[src/rtl/lld_mul.sv]
// Pipelined signed multiplier built from 32 by 32 bit partial products.
module lld_mul #(
	parameter int WA = 33,
	parameter int WB = 33
) (
	input  logic                    clk,
	input  logic                    en,
	input  logic signed [WA-1:0]    a,
	input  logic signed [WB-1:0]    b,
	output logic signed [WA+WB-1:0] p
);

	localparam int NA = (WA + 31) / 32;
	localparam int NB = (WB + 31) / 32;
	localparam int WP = WA + WB;

	logic [WA-1:0] amag;
	logic [WB-1:0] bmag;
	logic [NA*32-1:0] am_s1;
	logic [NB*32-1:0] bm_s1;
	logic neg_s1, neg_s2;
	logic [63:0] pp_s2 [NA][NB];
	logic [WP-1:0] sum;

	// Work on magnitudes; the sign is put back after the sum.
	assign amag = a[WA-1] ? WA'(-a) : WA'(a);
	assign bmag = b[WB-1] ? WB'(-b) : WB'(b);

	always_ff @(posedge clk) begin
		if (en) begin
			am_s1  <= (NA*32)'(amag);
			bm_s1  <= (NB*32)'(bmag);
			neg_s1 <= a[WA-1] ^ b[WB-1];
			neg_s2 <= neg_s1;
			for (int i = 0; i < NA; i++) begin
				for (int j = 0; j < NB; j++) begin
					pp_s2[i][j] <= 64'(am_s1[i*32 +: 32]) * 64'(bm_s1[j*32 +: 32]);
				end
			end
			p <= neg_s2 ? WP'(-sum) : WP'(sum);
		end
	end

	always_comb begin
		sum = '0;
		for (int i = 0; i < NA; i++) begin
			for (int j = 0; j < NB; j++) begin
				sum = sum + (WP'(pp_s2[i][j]) << (32 * (i + j)));
			end
		end
	end

endmodule

[config.mk]
export PLATFORM = sky130hd
export DESIGN_NAME = lld_mul
export DESIGN_NICKNAME = d
export VERILOG_FILES = /design/src/rtl/lld_mul.sv
export SDC_FILE = /design/constraint.sdc
export NUM_CORES = 2
export LEC_CHECK = 0
export BUFFER_PORTS_ARGS = -buffer_cell sky130_fd_sc_hd__buf_4
export CORE_ASPECT_RATIO = 1.75
export CORE_MARGIN = 1.5
export CORE_UTILIZATION = 25
export CTS_BUF_LIST = sky130_fd_sc_hd__clkbuf_16
export CTS_CLUSTER_SIZE = 30
export DETAILED_ROUTE_END_ITERATION = 7
export GPL_TIMING_DRIVEN = 1
export PLACE_DENSITY = 0.51
export SKIP_CTS_REPAIR_TIMING = 1
export SLEW_MARGIN = 15
export SYNTH_ARGS = -nofsm -noshare
export SYNTH_HDL_FRONTEND = slang
export SYNTH_SLANG_ARGS = --single-unit
[constraint.sdc]
create_clock -name clk -period 9.5 [get_ports clk]
set_clock_uncertainty 0.15 [all_clocks]
set_input_delay 0.475 -clock clk [delete_from_list [all_inputs] [get_ports clk]]
set_output_delay 0.475 -clock clk [all_outputs]
set_load 0.05 [all_outputs]
==> results.yml <==
grt:
  grt_pass1_vias: 37027
  grt_max_degree: 81
  antenna_found_initial: 11
  grtUsageTotal_pct: 15.5
  grt_overflow: 0
  grt_pass1_wl_mm: 222
synthesis:
  synth_top_family_by_area: "adder cells"
  synthFlopType: "edfxtp_1"
  synth_adder_area_share_pct: 47.8
  synth_compound_area_share_pct: 5.81
  synthTopCellsByArea: "fa_1 40%, edfxtp_1 17%, and2_1 8.9%, ha_1 8.0%, inv_1 7.1%"
  yosysSeqAreaShare_pct: 16.9
  netlist_instances: 4693
  synth-edff-count: 263
  synth_top_area_share_pct: 39.8
  syn_avg_cell_area_um2: 9.96
  yosysWarnings: 0
  synth.area.mux_share_pct: 0.107
  synthXorXnorAreaFrac_pct: 3.95
  synth_seq_cells: 263
  synthArstFlopShare_pct: 0
  synth_fp_nets: 5988
  post-synth-top-area-cell: "fa_1"
  synth_cell_types: 74
  synth_area_mm2: 0.0467
  post_synth_and_or_nand_nor_area_fraction_pct: 16.3
clock_tree:
  cts.clk_slew.worst_paths_ps: 60
  cts_max_path_buffers: 3
  clock_latency_ps: 600
  cts-root-buf: "clkbuf_16"
  cts_buffers: 34
  cts_max_level: 2
  cts_tree: "built"
  clkSinkCount: 263
route:
  detail-route-antenna-nets: 0
  drcViolationCount: 0
  firstDrtPassIters: 5
  initialDrtViolationCount: 1326
  vias: 32422
  viasPerCell: 4.50
  wirelength_mm: 144
  avgRoutedWirePerCell_um: 20.1
worst_hold_path:
  worst_hold_path_type: "primary input to flip-flop"
  hp-start: "b[30]"
  min_to: "bm_s1[30]"
  whs_path_depth: 2
placed_design:
  hpwlAfterDp_mm: 120
  place_ws_ps: 195
  gp_congestion: 0.888
  io_buffers: 133
sta:
  max_freq_ghz: 0.108
  post-route-min-period_ps: 9280
  setup-tns-final_ps: 0
  worst_pin_slew_ps: 1160
  finalCritPeriodShare_pct: 97.7
  finalHoldViolCount: 0
  finalSetupViolCount: 0
  fin_ws_ps: 223
  rsz0062_at_grt: "no"
  drv_slew: 0
  max_slew_margin_pct: 22.9
status:
  status: "completed"
critical_path:
  worstRegToRegCells: 23
  end_kind: "flip-flop"
  crit_arrival_ps: 9450
  crit_required_ps: 9670
  r2r_slack_ps: 220
  worst-path-max-fanout: 23
  path_class: "flip-flop to flip-flop"
  worst_setup_path_start_kind: "flip-flop"
  reg2reg_from: "bm_s1[2]"
  timing.rr.end: "pp_s2[0][90]"
finish:
  nNetsFinal: 6040
  fillers: 19475
  syn_to_final_growth_pct: 11.4
  drive_above_1_share_pct: 7.25
floorplanning:
  coreArea_mm2: 0.185
  die_h_um: 575
  ios: 134
  die_area_mm2: 0.190
  placementRows: 209
  die_w_um: 330
  initial_utilization_pct: 25.2
job:
  drv_cap: 0
==> logic make-up after synthesis <==
| family | count (synthesis) |
|---|---|
| AND/OR/NAND/NOR | 1446 |
| adder cells (fa/ha/maj) | 1227 |
| buffers and inverters | 1128 |
| AO/OA/AOI/OAI | 414 |
| flip-flops | 263 |
| XOR/XNOR | 210 |
| multiplexers | 5 |
==> synthesized netlist by cell type (all sizes together) (13+ instances only) <==
cell type,instances
inv,884
nor2,59
o211ai,14
nor2b,13
ha,298
or4,18
a21oi,104
xor2,32
nand4,17
o21ai,86
fa,929
and2,669
nor3,23
o41ai,17
nand3,30
a31oi,14
nand2,537
and3,19
clkbuf,238
o21bai,21
xnor2,178
o31ai,40
a21o,52
edfxtp,263
or3,16
==> cells in the final DEF (no fill, tap or decap), types with 29 or more instances in the layout <==
cell type and instances:
xnor2_1 178, o31ai_1 38, nand2_1 537, inv_1 886, xor2_1 31, ha_1 298, nand3_1 29, buf_4 256
a21o_1 52, a21oi_1 104, and2_1 668, edfxtp_1 263, o21ai_0 83, nor2_1 59, clkbuf_16 37, fa_1 929
==> worst max-delay path, cell delays in order (launching register included) <==
cell       delay, ps
edfxtp_1        1060
and2_1           280
fa_1             410
inv_1             80
fa_1             420
fa_1             530
fa_1             570
inv_1             50
fa_1             510
fa_1             650
fa_1             470
fa_1             480
ha_1             410
and2_1           220
and3_1           190
a221o_1          350
a2111oi_0        570
buf_4            220
nand3_1          110
a31oi_1          390
o21ai_0          140
a21oi_1          370
o21ai_0          190
xor2_1           170
==> through the flow <==
| step | instance area (um^2) | hold WS (ps) | std cells | utilization, % |
|---|---|---|---|---|
| 5_1_grt | 52100 | 43.4 | 7198 | 28.1 |
| 3_5_place_dp | 50800 | 263 | 7133 | 27.4 |
| 3_3_place_gp | 50800 | 257 | 7133 | 27.4 |
| 2_1_floorplan | 46700 | 250 | 4693 | - |
| 4_1_cts | 52000 | -61.9 | 7195 | 28.1 |
| 6_report | 52100 | 34.4 | 7201 | 28.1 |
==> layer usage <==
layer	part of all wire (%)	GRT usage (%)	vias to the layer above
met3	3.3	1.29	280
li1	-	-	14508
met2	55	30.0	693
met1	37	17.0	16941
met5	0	0	-
met4	4.3	6.08	0
==> flip-flops by register name, summed over array words and instances, names as in the netlist <==
| signal | count |
|---|---|
| p | 66 |
| pp_s2 | 129 |
| bm_s1 | 33 |
| neg_s1 | 1 |
| neg_s2 | 1 |
| am_s1 | 33 |
==> final cells by class <==
class | count | area, um^2 | share of cell area [%]
diodes | 4 | 10.0 | 0.0192
clock buffers | 37 | 926 | 1.78
clock inverters | 25 | 340 | 0.654
inverters | 884 | 3320 | 6.37
multi-input cells | 3302 | 34600 | 66.4
flip-flops and latches | 263 | 7900 | 15.2
well taps | 2426 | 3040 | 5.83
repair buffers | 260 | 1980 | 3.80
==> worst max-delay path by stage <==
stage / start / end / slack [ps] / depth (start not counted)
3_3_place_gp: bm_s1[2] / pp_s2[0][90] / 260 / 23
2_1_floorplan: am_s1[18] / pp_s2[0][90] / 1870 / 24
6_report: bm_s1[2] / pp_s2[0][90] / 220 / 23
5_1_grt: bm_s1[2] / pp_s2[0][94] / 80 / 23
4_1_cts: bm_s1[2] / pp_s2[0][90] / 200 / 23
3_5_place_dp: bm_s1[2] / pp_s2[0][90] / 200 / 23
Power is not shown: default switching activity piles up to over one toggle a cycle in this logic, so the estimate is an artifact.
